**config.mk**
```make
export PLATFORM = sky130hd
export DESIGN_NAME = line_rasterizer_all_octants
export DESIGN_NICKNAME = d
export VERILOG_FILES = /design/src/lrao_pkg.sv /design/src/line_rasterizer_all_octants.sv /design/src/lrao_ctrl.sv /design/src/lrao_datapath.sv
export VERILOG_INCLUDE_DIRS = /design/src /design/src/src
export SDC_FILE = /design/constraint.sdc
export NUM_CORES = 1
export LEC_CHECK = 0
export ABC_CLOCK_PERIOD_IN_PS = 7660
export BUFFER_PORTS_ARGS = -buffer_cell sky130_fd_sc_hd__clkbuf_2
export CAP_MARGIN = 20
export CORE_ASPECT_RATIO = 1.5
export CORE_MARGIN = 2
export CORE_UTILIZATION = 30
export CTS_BUF_LIST = sky130_fd_sc_hd__clkbuf_8
export CTS_CLUSTER_SIZE = 10
export DETAILED_ROUTE_END_ITERATION = 12
export PLACE_DENSITY = 0.45
export SLEW_MARGIN = 20
export SYNTH_ARGS = -nofsm -noshare
export SYNTH_HDL_FRONTEND = slang
export SYNTH_SLANG_ARGS = --single-unit
export TNS_END_PERCENT = 5
```
**constraint.sdc**
```tcl
create_clock -name clk -period 7.66 [get_ports clk]
set_clock_uncertainty 0.05 [all_clocks]
set_input_delay 0.766 -clock clk [delete_from_list [all_inputs] [get_ports clk]]
set_output_delay 0.766 -clock clk [all_outputs]
set_load 0.1 [all_outputs]
```
**src/line_rasterizer_all_octants_defines.svh**
```systemverilog
`ifndef LINE_RASTERIZER_ALL_OCTANTS_DEFINES_SVH
`define LINE_RASTERIZER_ALL_OCTANTS_DEFINES_SVH

// Assertion helpers. They expect clk and rst in scope.

// The consequent must hold in the same cycle as the antecedent.
`define LRAO_ASSERT_SAME(label, ante, cons, msg) \
  label: assert property (@(posedge clk) disable iff (rst) (ante) |-> (cons)) \
    else $error(msg);

// The consequent must hold in the cycle after the antecedent.
`define LRAO_ASSERT_NEXT(label, ante, cons, msg) \
  label: assert property (@(posedge clk) disable iff (rst) (ante) |=> (cons)) \
    else $error(msg);

`endif

```
**src/lrao_pkg.sv**
```systemverilog
`default_nettype none

package lrao_pkg;

  localparam int COORD_BITS = 6;
  // Deltas between two coordinates need one more bit than a coordinate.
  localparam int DELTA_BITS = COORD_BITS + 1;
  // Decision value: twice a delta plus a sign bit.
  localparam int ERR_BITS = DELTA_BITS + 2;

  localparam int IN_BITS = 4 * COORD_BITS;
  localparam int IN_TDATA_BITS = ((IN_BITS + 7) / 8) * 8;
  localparam int OUT_BITS = 2 * COORD_BITS;
  localparam int OUT_TDATA_BITS = ((OUT_BITS + 7) / 8) * 8;

  typedef enum logic [1:0] {
    ST_IDLE,
    ST_LOAD,
    ST_SETUP,
    ST_RUN
  } state_t;

  typedef struct packed {
    logic load;   // capture the endpoints
    logic prep;   // form the deltas and choose the major axis
    logic setup;  // orient the run and seed the decision value
    logic step;   // emit one pixel and advance
  } cmd_t;

  typedef struct packed {
    logic major_zero;
    logic last_step;
    logic out_free;
  } stat_t;

endpackage

`default_nettype wire

```
**src/line_rasterizer_all_octants.sv**
```systemverilog
// Channel  Dir  tdata fields (low bit up)            tlast       tuser
// s        in   start_x, start_y, end_x, end_y        -           -
// m        out  pixel_x, pixel_y                      last_pixel  decision_positive
//
// A segment is loaded (ST_IDLE, ST_LOAD) and set up (ST_SETUP), then ST_RUN emits
// N pixels (N = larger of |dx| and |dy|, 0 to 63), one per cycle while the output
// is free, a rate set by the per-pixel loop in the datapath (decision update and
// coordinate step). A new segment is taken once the last pixel word has entered
// the output register. A stalled output holds the run in place. Reset is
// synchronous and clears the controller and the output valid.
`default_nettype none

module line_rasterizer_all_octants (
  input  wire logic                              clk,
  input  wire logic                              rst,
  input  wire logic                              s_tvalid,
  output logic                                   s_tready,
  // start_x [5:0], start_y [11:6], end_x [17:12], end_y [23:18]
  input  wire logic [lrao_pkg::IN_TDATA_BITS-1:0] s_tdata,
  output logic                                   m_tvalid,
  input  wire logic                              m_tready,
  // pixel_x [5:0], pixel_y [11:6], zero above
  output logic [lrao_pkg::OUT_TDATA_BITS-1:0]    m_tdata,
  output logic                                   m_tlast,
  // decision_positive [0]
  output logic                                   m_tuser
);
  import lrao_pkg::*;

  cmd_t  cmd;
  stat_t stat;

  lrao_ctrl u_ctrl (
    .clk      (clk),
    .rst      (rst),
    .s_tvalid (s_tvalid),
    .s_tready (s_tready),
    .stat     (stat),
    .cmd      (cmd)
  );

  lrao_datapath u_datapath (
    .clk      (clk),
    .rst      (rst),
    .s_tdata  (s_tdata),
    .cmd      (cmd),
    .stat     (stat),
    .m_tvalid (m_tvalid),
    .m_tready (m_tready),
    .m_tdata  (m_tdata),
    .m_tlast  (m_tlast),
    .m_tuser  (m_tuser)
  );

endmodule

`default_nettype wire

```
**src/lrao_ctrl.sv**
```systemverilog
`default_nettype none

module lrao_ctrl (
  input  wire logic           clk,
  input  wire logic           rst,
  input  wire logic           s_tvalid,
  output logic                s_tready,
  input  wire lrao_pkg::stat_t stat,
  output lrao_pkg::cmd_t      cmd
);
  import lrao_pkg::*;

  state_t state;
  state_t state_next;

  always_ff @(posedge clk) begin
    if (rst) begin
      state <= ST_IDLE;
    end else begin
      state <= state_next;
    end
  end

  always_comb begin
    state_next = state;
    case (state)
      ST_IDLE: begin
        if (s_tvalid) begin
          state_next = ST_LOAD;
        end
      end
      ST_LOAD: begin
        state_next = ST_SETUP;
      end
      ST_SETUP: begin
        // A zero-length segment has no pixels at all.
        if (stat.major_zero) begin
          state_next = ST_IDLE;
        end else begin
          state_next = ST_RUN;
        end
      end
      ST_RUN: begin
        if (stat.out_free && stat.last_step) begin
          state_next = ST_IDLE;
        end
      end
      default: begin
        state_next = ST_IDLE;
      end
    endcase
  end

  always_comb begin
    s_tready  = 1'b0;
    cmd.load  = 1'b0;
    cmd.prep  = 1'b0;
    cmd.setup = 1'b0;
    cmd.step  = 1'b0;
    case (state)
      ST_IDLE: begin
        s_tready = 1'b1;
        cmd.load = s_tvalid;
      end
      ST_LOAD: begin
        cmd.prep = 1'b1;
      end
      ST_SETUP: begin
        cmd.setup = 1'b1;
      end
      ST_RUN: begin
        cmd.step = stat.out_free;
      end
      default: begin
        s_tready = 1'b0;
      end
    endcase
  end

endmodule

`default_nettype wire

```
**src/lrao_datapath.sv**
```systemverilog
`default_nettype none
`include "line_rasterizer_all_octants_defines.svh"

module lrao_datapath (
  input  wire logic                             clk,
  input  wire logic                             rst,
  input  wire logic [lrao_pkg::IN_TDATA_BITS-1:0] s_tdata,
  input  wire lrao_pkg::cmd_t                   cmd,
  output lrao_pkg::stat_t                       stat,
  output logic                                  m_tvalid,
  input  wire logic                             m_tready,
  output logic [lrao_pkg::OUT_TDATA_BITS-1:0]   m_tdata,
  output logic                                  m_tlast,
  output logic                                  m_tuser
);
  import lrao_pkg::*;

  localparam int CM = COORD_BITS - 1;
  localparam int DM = DELTA_BITS - 1;
  localparam int EM = ERR_BITS - 1;

  // Captured endpoints.
  logic [CM:0] ax, ay, bx, by;

  // Deltas and axis choice.
  logic [DM:0] dx, dy, adx, ady;
  logic [DM:0] dx_r, dy_r, adx_r, ady_r;
  logic        steep_case;

  // Run state.
  logic [CM:0] cur_major, cur_minor;
  logic [EM:0] error_term;
  logic [CM:0] steps_left;
  logic        minor_step_negative;
  logic [DM:0] major_delta, minor_delta;

  // Setup terms.
  logic [DM:0] dmaj, dmin, major_d_c, minor_d_c;
  logic        swap, dmin_pos, minor_neg_c;
  logic [EM:0] err_init;

  // Step terms.
  logic        pos;
  logic [EM:0] err_inc_pos, err_inc_neg;

  // Output register.
  logic        out_valid;
  logic [CM:0] out_x, out_y;
  logic        out_pos, out_last;
  logic [OUT_BITS-1:0] out_word;

  always_comb begin
    dx  = {bx[CM], bx} - {ax[CM], ax};
    dy  = {by[CM], by} - {ay[CM], ay};
    adx = dx[DM] ? (~dx + DELTA_BITS'(1)) : dx;
    ady = dy[DM] ? (~dy + DELTA_BITS'(1)) : dy;
  end

  always_comb begin
    dmaj      = steep_case ? dy_r : dx_r;
    dmin      = steep_case ? dx_r : dy_r;
    major_d_c = steep_case ? ady_r : adx_r;
    minor_d_c = steep_case ? adx_r : ady_r;
    // Walking from the far end reverses the sign of the minor step.
    swap        = dmaj[DM];
    dmin_pos    = !dmin[DM] && (dmin != '0);
    minor_neg_c = swap ? dmin_pos : dmin[DM];
    err_init    = {1'b0, minor_d_c, 1'b0} - {2'b00, major_d_c};
  end

  always_comb begin
    pos         = !error_term[EM] && (error_term != '0);
    err_inc_pos = {1'b0, minor_delta, 1'b0} - {1'b0, major_delta, 1'b0};
    err_inc_neg = {1'b0, minor_delta, 1'b0};
  end

  always_ff @(posedge clk) begin
    if (cmd.load) begin
      ax <= s_tdata[CM:0];
      ay <= s_tdata[2*COORD_BITS-1:COORD_BITS];
      bx <= s_tdata[3*COORD_BITS-1:2*COORD_BITS];
      by <= s_tdata[4*COORD_BITS-1:3*COORD_BITS];
    end
    if (cmd.prep) begin
      dx_r  <= dx;
      dy_r  <= dy;
      adx_r <= adx;
      ady_r <= ady;
      // Equal magnitudes count as steep.
      steep_case <= !(ady < adx);
    end
    if (cmd.setup) begin
      major_delta         <= major_d_c;
      minor_delta         <= minor_d_c;
      minor_step_negative <= minor_neg_c;
      error_term          <= err_init;
      steps_left          <= major_d_c[CM:0];
      if (steep_case) begin
        cur_major <= swap ? by : ay;
        cur_minor <= swap ? bx : ax;
      end else begin
        cur_major <= swap ? bx : ax;
        cur_minor <= swap ? by : ay;
      end
    end
    if (cmd.step) begin
      out_x    <= steep_case ? cur_minor : cur_major;
      out_y    <= steep_case ? cur_major : cur_minor;
      out_pos  <= pos;
      out_last <= (steps_left == COORD_BITS'(1));
      if (pos) begin
        cur_minor  <= minor_step_negative ? (cur_minor - COORD_BITS'(1))
                                          : (cur_minor + COORD_BITS'(1));
        error_term <= error_term + err_inc_pos;
      end else begin
        error_term <= error_term + err_inc_neg;
      end
      cur_major  <= cur_major + COORD_BITS'(1);
      steps_left <= steps_left - COORD_BITS'(1);
    end
  end

  always_ff @(posedge clk) begin
    if (rst) begin
      out_valid <= 1'b0;
    end else if (cmd.step) begin
      out_valid <= 1'b1;
    end else if (m_tready) begin
      out_valid <= 1'b0;
    end
  end

  always_comb begin
    stat.out_free   = !out_valid || m_tready;
    stat.major_zero = ((steep_case ? ady_r : adx_r) == '0);
    stat.last_step  = (steps_left == COORD_BITS'(1));
  end

  assign out_word = {out_y, out_x};
  assign m_tvalid = out_valid;
  assign m_tdata  = OUT_TDATA_BITS'(out_word);
  assign m_tlast  = out_last;
  assign m_tuser  = out_pos;

  `LRAO_ASSERT_SAME(a_no_overwrite, out_valid && !m_tready, !cmd.step, "pixel overwritten")
  `LRAO_ASSERT_SAME(a_step_has_work, cmd.step, steps_left != '0, "step with no pixels left")
  `LRAO_ASSERT_NEXT(a_last_empties, cmd.step && stat.last_step, steps_left == '0, "run overran")

endmodule

`default_nettype wire

```
== After elaboration in Yosys (flattened, before gate mapping) ==
Index checks and enable logic that the tools add are counted.

* Bitwise logic cells: 2
* Muxes and demuxes: 35
* Add/subtract/negate cells: 12
* Magnitude comparators: 1
* Reduce and logical (&&, ||, !) cells: 15
* Eq/ne operators: 6

{| class="wikitable"
|+ Operators by type and width
! operator !! number
|-
| 2-to-1 mux 6 bit || 14
|-
| 2-to-1 mux 7 bit || 6
|-
| 2-to-1 mux 9 bit || 3
|-
| adder 7 x 1 -> 7 bit (second input constant) || 2
|-
| inverter 7 bit || 2
|-
| subtractor 6 x 6 -> 7 bit || 2
|-
| adder 6 x 1 -> 6 bit (second input constant) || 2
|-
| subtractor 6 x 1 -> 6 bit (second input constant) || 2
|-
| adder 9 x 8 -> 9 bit || 1
|-
| adder 9 bit || 1
|-
| nonzero test 9 bit || 1
|-
| subtractor 8 x 7 -> 9 bit || 1
|-
| subtractor 8 x 8 -> 9 bit || 1
|-
| 2-to-1 mux 1 bit || 8
|-
| one-hot mux 2 bit (4 select lines) || 1
|-
| logical NOT 7 bit || 1
|-
| < comparator 7 bit || 1
|-
| nonzero test 7 bit || 1
|-
| equality test 6 x 1 -> 1 bit (second input constant) || 1
|-
| 2-to-1 mux 2 bit || 3
|-
| equality test 2 bit (second input constant) || 2
|-
| logical NOT 1 bit || 4
|-
| nonzero test 2 bit || 2
|-
| logical AND 1 bit || 3
|-
| other kinds (6) || 6
|}

* Output and inout port bits: 20
* Logic and storage cells: 93
* Input port bits: 28
* Flip-flop bits (word level): 112

== Logic depth before layout (Yosys ltp) ==
* Word-level depth: 6
* Depth in mapped cells: 16
* Gate-level depth less buffers: 16

== Cells and area by module ==
From an unflattened synthesis, not the netlist that was laid out.

* Cell total of the unflattened synthesis: 596
* Area total of the unflattened synthesis: 6756.5 µm²

{| class="wikitable"
|+ By module, submodules not included
! module !! times used !! cells an instance !! area an instance (µm²) !! seq. area each (µm²)
|-
| lrao_datapath || 1 || 581 || 6621.4 || 3173.0
|-
| lrao_ctrl || 1 || 15 || 135.1 || 40.0
|}

== Worst setup path before layout ==
Ideal clock, no wire load.

* Kind: register to register
* Start: reg u_datapath.ax[0]
* End: reg u_datapath.steep_case, data pin
* Setup time: 262 ps
* Arrival time: 2838 ps
* Buffers on the path: 0
* Cell stages (with the launch flop): 16
* Path slack: 4510 ps
* Data required time: 7348 ps
* Clock period less this slack: 3150 ps
* Cells stage by stage: edfxtp_1 ha_1 fa_1 nand2b_1 a21oi_2 nand2_1 a22oi_2 inv_1 nand2_1 a21boi_0 ha_1 a21boi_0 o21a_1 o21ai_0 o2bb2ai_1 o21ai_0

* Longest elaborated chain between the ends: 6

{| class="wikitable"
|+ RTL lines
! item !! RTL line !! text
|-
| from (decl) || lrao_datapath.sv:23 || <nowiki>logic [CM:0] ax, ay, bx, by;</nowiki>
|-
| from (signal assigned) || lrao_datapath.sv:79 || <nowiki>ax <= s_tdata[CM:0];</nowiki>
|-
| subtractor 6 x 6 -> 7 bit * || lrao_datapath.sv:53 || <nowiki>dx = {bx[CM], bx} - {ax[CM], ax};</nowiki>
|-
| net u_datapath.dx[6] || lrao_datapath.sv:26 || <nowiki>logic [DM:0] dx, dy, adx, ady;</nowiki>
|-
| inverter 7 bit || lrao_datapath.sv:55 || <nowiki>adx = dx[DM] ? (~dx + DELTA_BITS'(1)) : dx;</nowiki>
|-
| adder 7 x 1 -> 7 bit || lrao_datapath.sv:55 ||
|-
| 2-to-1 mux 7 bit * || lrao_datapath.sv:55 ||
|-
| < comparator 7 bit * || lrao_datapath.sv:90 || <nowiki>steep_case <= !(ady < adx);</nowiki>
|-
| logical NOT 1 bit * || lrao_datapath.sv:90 ||
|-
| to (signal assigned) || lrao_datapath.sv:90 ||
|-
| to (decl) || lrao_datapath.sv:28 || <nowiki>logic steep_case;</nowiki>
|}

The timed path passes the listed nets; every way through them passes the cells marked *.
A chain may end at the register's enable or synchronous reset.

== Worst setup path in the final report ==
* Start: reg u_datapath.bx[0]
* End: reg u_datapath.steep_case, data pin

* Longest elaborated chain between the ends: 6

{| class="wikitable"
|+ RTL lines
! item !! RTL line !! text
|-
| from (decl) || lrao_datapath.sv:23 ||
|-
| from (signal assigned) || lrao_datapath.sv:81 || <nowiki>bx <= s_tdata[3*COORD_BITS-1:2*COORD_BITS];</nowiki>
|-
| subtractor 6 x 6 -> 7 bit * || lrao_datapath.sv:53 ||
|-
| net u_datapath.dx[6] || lrao_datapath.sv:26 ||
|-
| inverter 7 bit || lrao_datapath.sv:55 ||
|-
| adder 7 x 1 -> 7 bit || lrao_datapath.sv:55 ||
|-
| 2-to-1 mux 7 bit * || lrao_datapath.sv:55 ||
|-
| < comparator 7 bit * || lrao_datapath.sv:90 ||
|-
| logical NOT 1 bit * || lrao_datapath.sv:90 ||
|}

Marked as above.

==> results.json <==
{
  "outcome": "finished, final reports clean",
  "cts_setup_buffers": 0,
  "drt_iter0_drc": 228,
  "dp_cells": 891,
  "dr.pass1.iters": 4,
  "nets": 713,
  "cts_buffers": 9,
  "hold_end": "u_datapath.ay[3]",
  "p_switching_uw": 1110,
  "grt_pass1_wl_um": 24100,
  "wl_um": 14800,
  "p_per_area_nw_per_um2": 358,
  "antenna_found_initial": 0,
  "crit_fanout": 6,
  "holdBufCountCts": 0,
  "power_frac_comb": 0.509,
  "cts_resized": 0,
  "dieWidth_um": 126,
  "hpwlAfterDp_um": 11700,
  "internal_power_uw": 1550,
  "power_frac_seq": 0.357,
  "slew_viol_final": 0,
  "setup_slack_ns": 4.22,
  "yosysUniqueCellTypes": 64,
  "clock_sinks": 110,
  "reg2reg_to": "u_datapath.steep_case",
  "dieArea_um2": 23700,
  "grt_max_degree": 44,
  "yosysTopAreaCell": "edfxtp_1",
  "drt-wirelength-per-cell_um": 16.3,
  "min_period_over_period": 0.449,
  "yosysTopAreaCellShare": 0.450,
  "rsz0062_at_grt": "false",
  "hold_path.startpoint": "s_tdata[9]",
  "end_kind": "register",
  "slew_headroom": 0.334,
  "gp_congestion": 0.804,
  "path_clk_slew_ns": 0.12,
  "synth_top_flop_cell": "edfxtp_1",
  "via_per_inst": 4.82,
  "grt-ovfl-total": 0,
  "clockPowerShare": 0.134,
  "ys_top_cells_by_area": "edfxtp_1 45%, ha_1 8.5%, inv_1 4.1%",
  "yosysSeqAreaShare": 0.476,
  "cts_tree": "done",
  "crit_arrival_ns": 3.51,
  "core-area_um2": 22200,
  "fmax_ghz": 0.291,
  "grt_pass1_vias": 4585,
  "fin_crit_ns": 3.44,
  "peakVddDrop_mv": 0.148,
  "startpoint_type": "register",
  "grt_use_total": 0.129,
  "synth-edff-count": 101,
  "required_ns": 7.74,
  "fin_setup_tns_ns": 0,
  "switching_share": 0.417,
  "yosys_register_bits": 110,
  "ios": 48,
  "power.leakage_uw": 0.00298,
  "r2r_slack_ns": 4.22,
  "synth_area_um2": 6750,
  "synthTopCellsByCount": "101 x edfxtp_1, 74 x inv_1, 46 x ha_1",
  "drive_above_1_share": 0.170,
  "clock_tree.root_cell": "clkbuf_8",
  "critPathLaunch": "u_datapath.bx[0]",
  "die_y_um": 188,
  "reg2reg_depth": 16,
  "htreeDepth": 3,
  "pre_cts_slack_ns": 4.24,
  "hold_class": "in -> reg",
  "start_util": 0.304,
  "maxCapViolations": 0,
  "rr_startpoint": "u_datapath.bx[0]",
  "fillers": 2263,
  "synthToLayoutAreaGrowth_pct": 10.1,
  "vias": 4372,
  "portBuffers": 43,
  "num_antenna_cells": 0,
  "clk_latency_ns": 0.39,
  "setup_viol": 0,
  "layout.cells.non_filler": 907,
  "yosysWarningCount": 0,
  "synthCells": 582,
  "final_hold_viol_count": 0,
  "drc": 0,
  "rows": 67,
  "synth_area_per_cell_um2": 11.6,
  "crit_type": "reg -> reg",
  "ys_async_sr_fraction": 0,
  "worstHoldPathCells": 1,
  "whs_ns": 0.487,
  "tightest_slew_ns": 0.997,
  "synth.most_common_cell": "edfxtp_1",
  "ant_nets": 0,
  "ctsLongestPathBuffers": 2
}
[sequential cells by signal, indices dropped and copies added (netlist names)]
name and count:
u_datapath.out_y 6, u_datapath.out_x 6, u_datapath.steep_case 1, u_datapath.adx_r 7, u_datapath.error_term 9, u_datapath.m_tuser 1
u_datapath.major_delta 7, u_datapath.cur_minor 6, u_datapath.by 6, u_datapath.bx 6, u_datapath.steps_left 6, u_datapath.m_tlast 1
u_datapath.m_tvalid 1, u_datapath.dy_r 6, u_datapath.dx_r 6, u_datapath.minor_step_negative 1, u_datapath.ax 6, u_datapath.cur_major 6
u_datapath.minor_delta 7, u_datapath.ay 6, u_ctrl.state 2, u_datapath.ady_r 7
[placed cells by master, fill, tap and decap left out, drive strengths merged, types with 3 or more instances in the layout]
| master | Yosys | final |
|---|---|---|
| fa | 13 | 13 |
| nor2 | 44 | 44 |
| mux2i | 15 | 15 |
| or3 | 3 | 3 |
| a21oi | 42 | 42 |
| dfxtp | 9 | 9 |
| or2 | 4 | 4 |
| o21ai | 24 | 24 |
| nor3 | 13 | 13 |
| a31oi | 5 | 5 |
| ha | 46 | 46 |
| edfxtp | 101 | 101 |
| nor4 | 5 | 5 |
| clkinv | 0 | 5 |
| nor2b | 5 | 5 |
| a21o | 10 | 10 |
| nand2b | 8 | 8 |
| nand4 | 3 | 3 |
| conb | 1 | 4 |
| xnor2 | 20 | 20 |
| xor2 | 18 | 18 |
| nand2 | 22 | 22 |
| inv | 76 | 78 |
| nand3 | 11 | 11 |
| mux4 | 10 | 10 |
| mux2 | 19 | 19 |
| a211oi | 12 | 12 |
| clkbuf | 1 | 52 |
[power by group through the flow]
stage / Combinational (µW) / Sequential (µW) / Clock (µW)
after global placement: 1350 / 961 / 0
after CTS: 1370 / 951 / 371
after floorplan: 1040 / 960 / 0
final: 1350 / 949 / 356
after detailed placement: 1360 / 965 / 0
after global routing: 1530 / 966 / 394
[cells by family after synthesis]
group | count (synthesis) | share of synthesized area
and+or+nand+nor | 125 | 0.0901
AOI/OAI and AO/OA | 114 | 0.107
DFF | 110 | 0.476
buffers and inverters | 91 | 0.0584
adders and majority gates | 59 | 0.124
muxes | 44 | 0.0922
xor gates and xnor gates | 38 | 0.0516
other | 1 | 0.000556
[layer usage]
metal | wire [µm] | GRT usage
met1 | 6510 | 0.159
met2 | 7630 | 0.229
met3 | 323 | 0.0188
met4 | 295 | 0.0440
met5 | 0 | 0
[through the flow]
stage | total power [µW] | utilization | cell area (µm²)
floorplan | 2000 | - | 6760
global placement | 2310 | 0.325 | 7220
detailed placement | 2330 | 0.325 | 7220
CTS | 2690 | 0.334 | 7430
global route | 2890 | 0.334 | 7430
finish | 2660 | 0.334 | 7430
[critical path: stages, from the launching register on]
cell and delay [ns]:
edfxtp_1 0.39, inv_1 0.05, ha_1 0.23, fa_1 0.40, nand2b_1 0.17, a21oi_2 0.19
nand2_1 0.08, a22oi_2 0.27, inv_1 0.15, nand2_1 0.11, a21boi_0 0.19, ha_1 0.25
a21boi_0 0.12, o21a_1 0.17, o21ai_0 0.13, o2bb2ai_1 0.12, o21ai_0 0.10
[worst max path at each step]
| stage | end | slack, ns |
|---|---|---|
| 2_1_floorplan | u_datapath.steep_case | 4.51 |
| 6_report | u_datapath.steep_case | 4.22 |
| 5_1_grt | u_datapath.steep_case | 3.77 |
| 4_1_cts | u_datapath.steep_case | 4.21 |
| 3_5_place_dp | u_datapath.cur_minor[3] | 4.24 |
| 3_3_place_gp | u_datapath.steep_case | 4.33 |
[final cells by class]
class	count	area [µm²]	share of cell area
clock buffer	9	124	0.0167
clock inverter	7	77.6	0.0104
inverter	76	285	0.0384
multi-input combinational	384	3150	0.424
sequential	110	3210	0.433
tap	276	345	0.0465
timing repair buffer	45	230	0.0310
No activity file was read; power rests on OpenSTA's default activity.
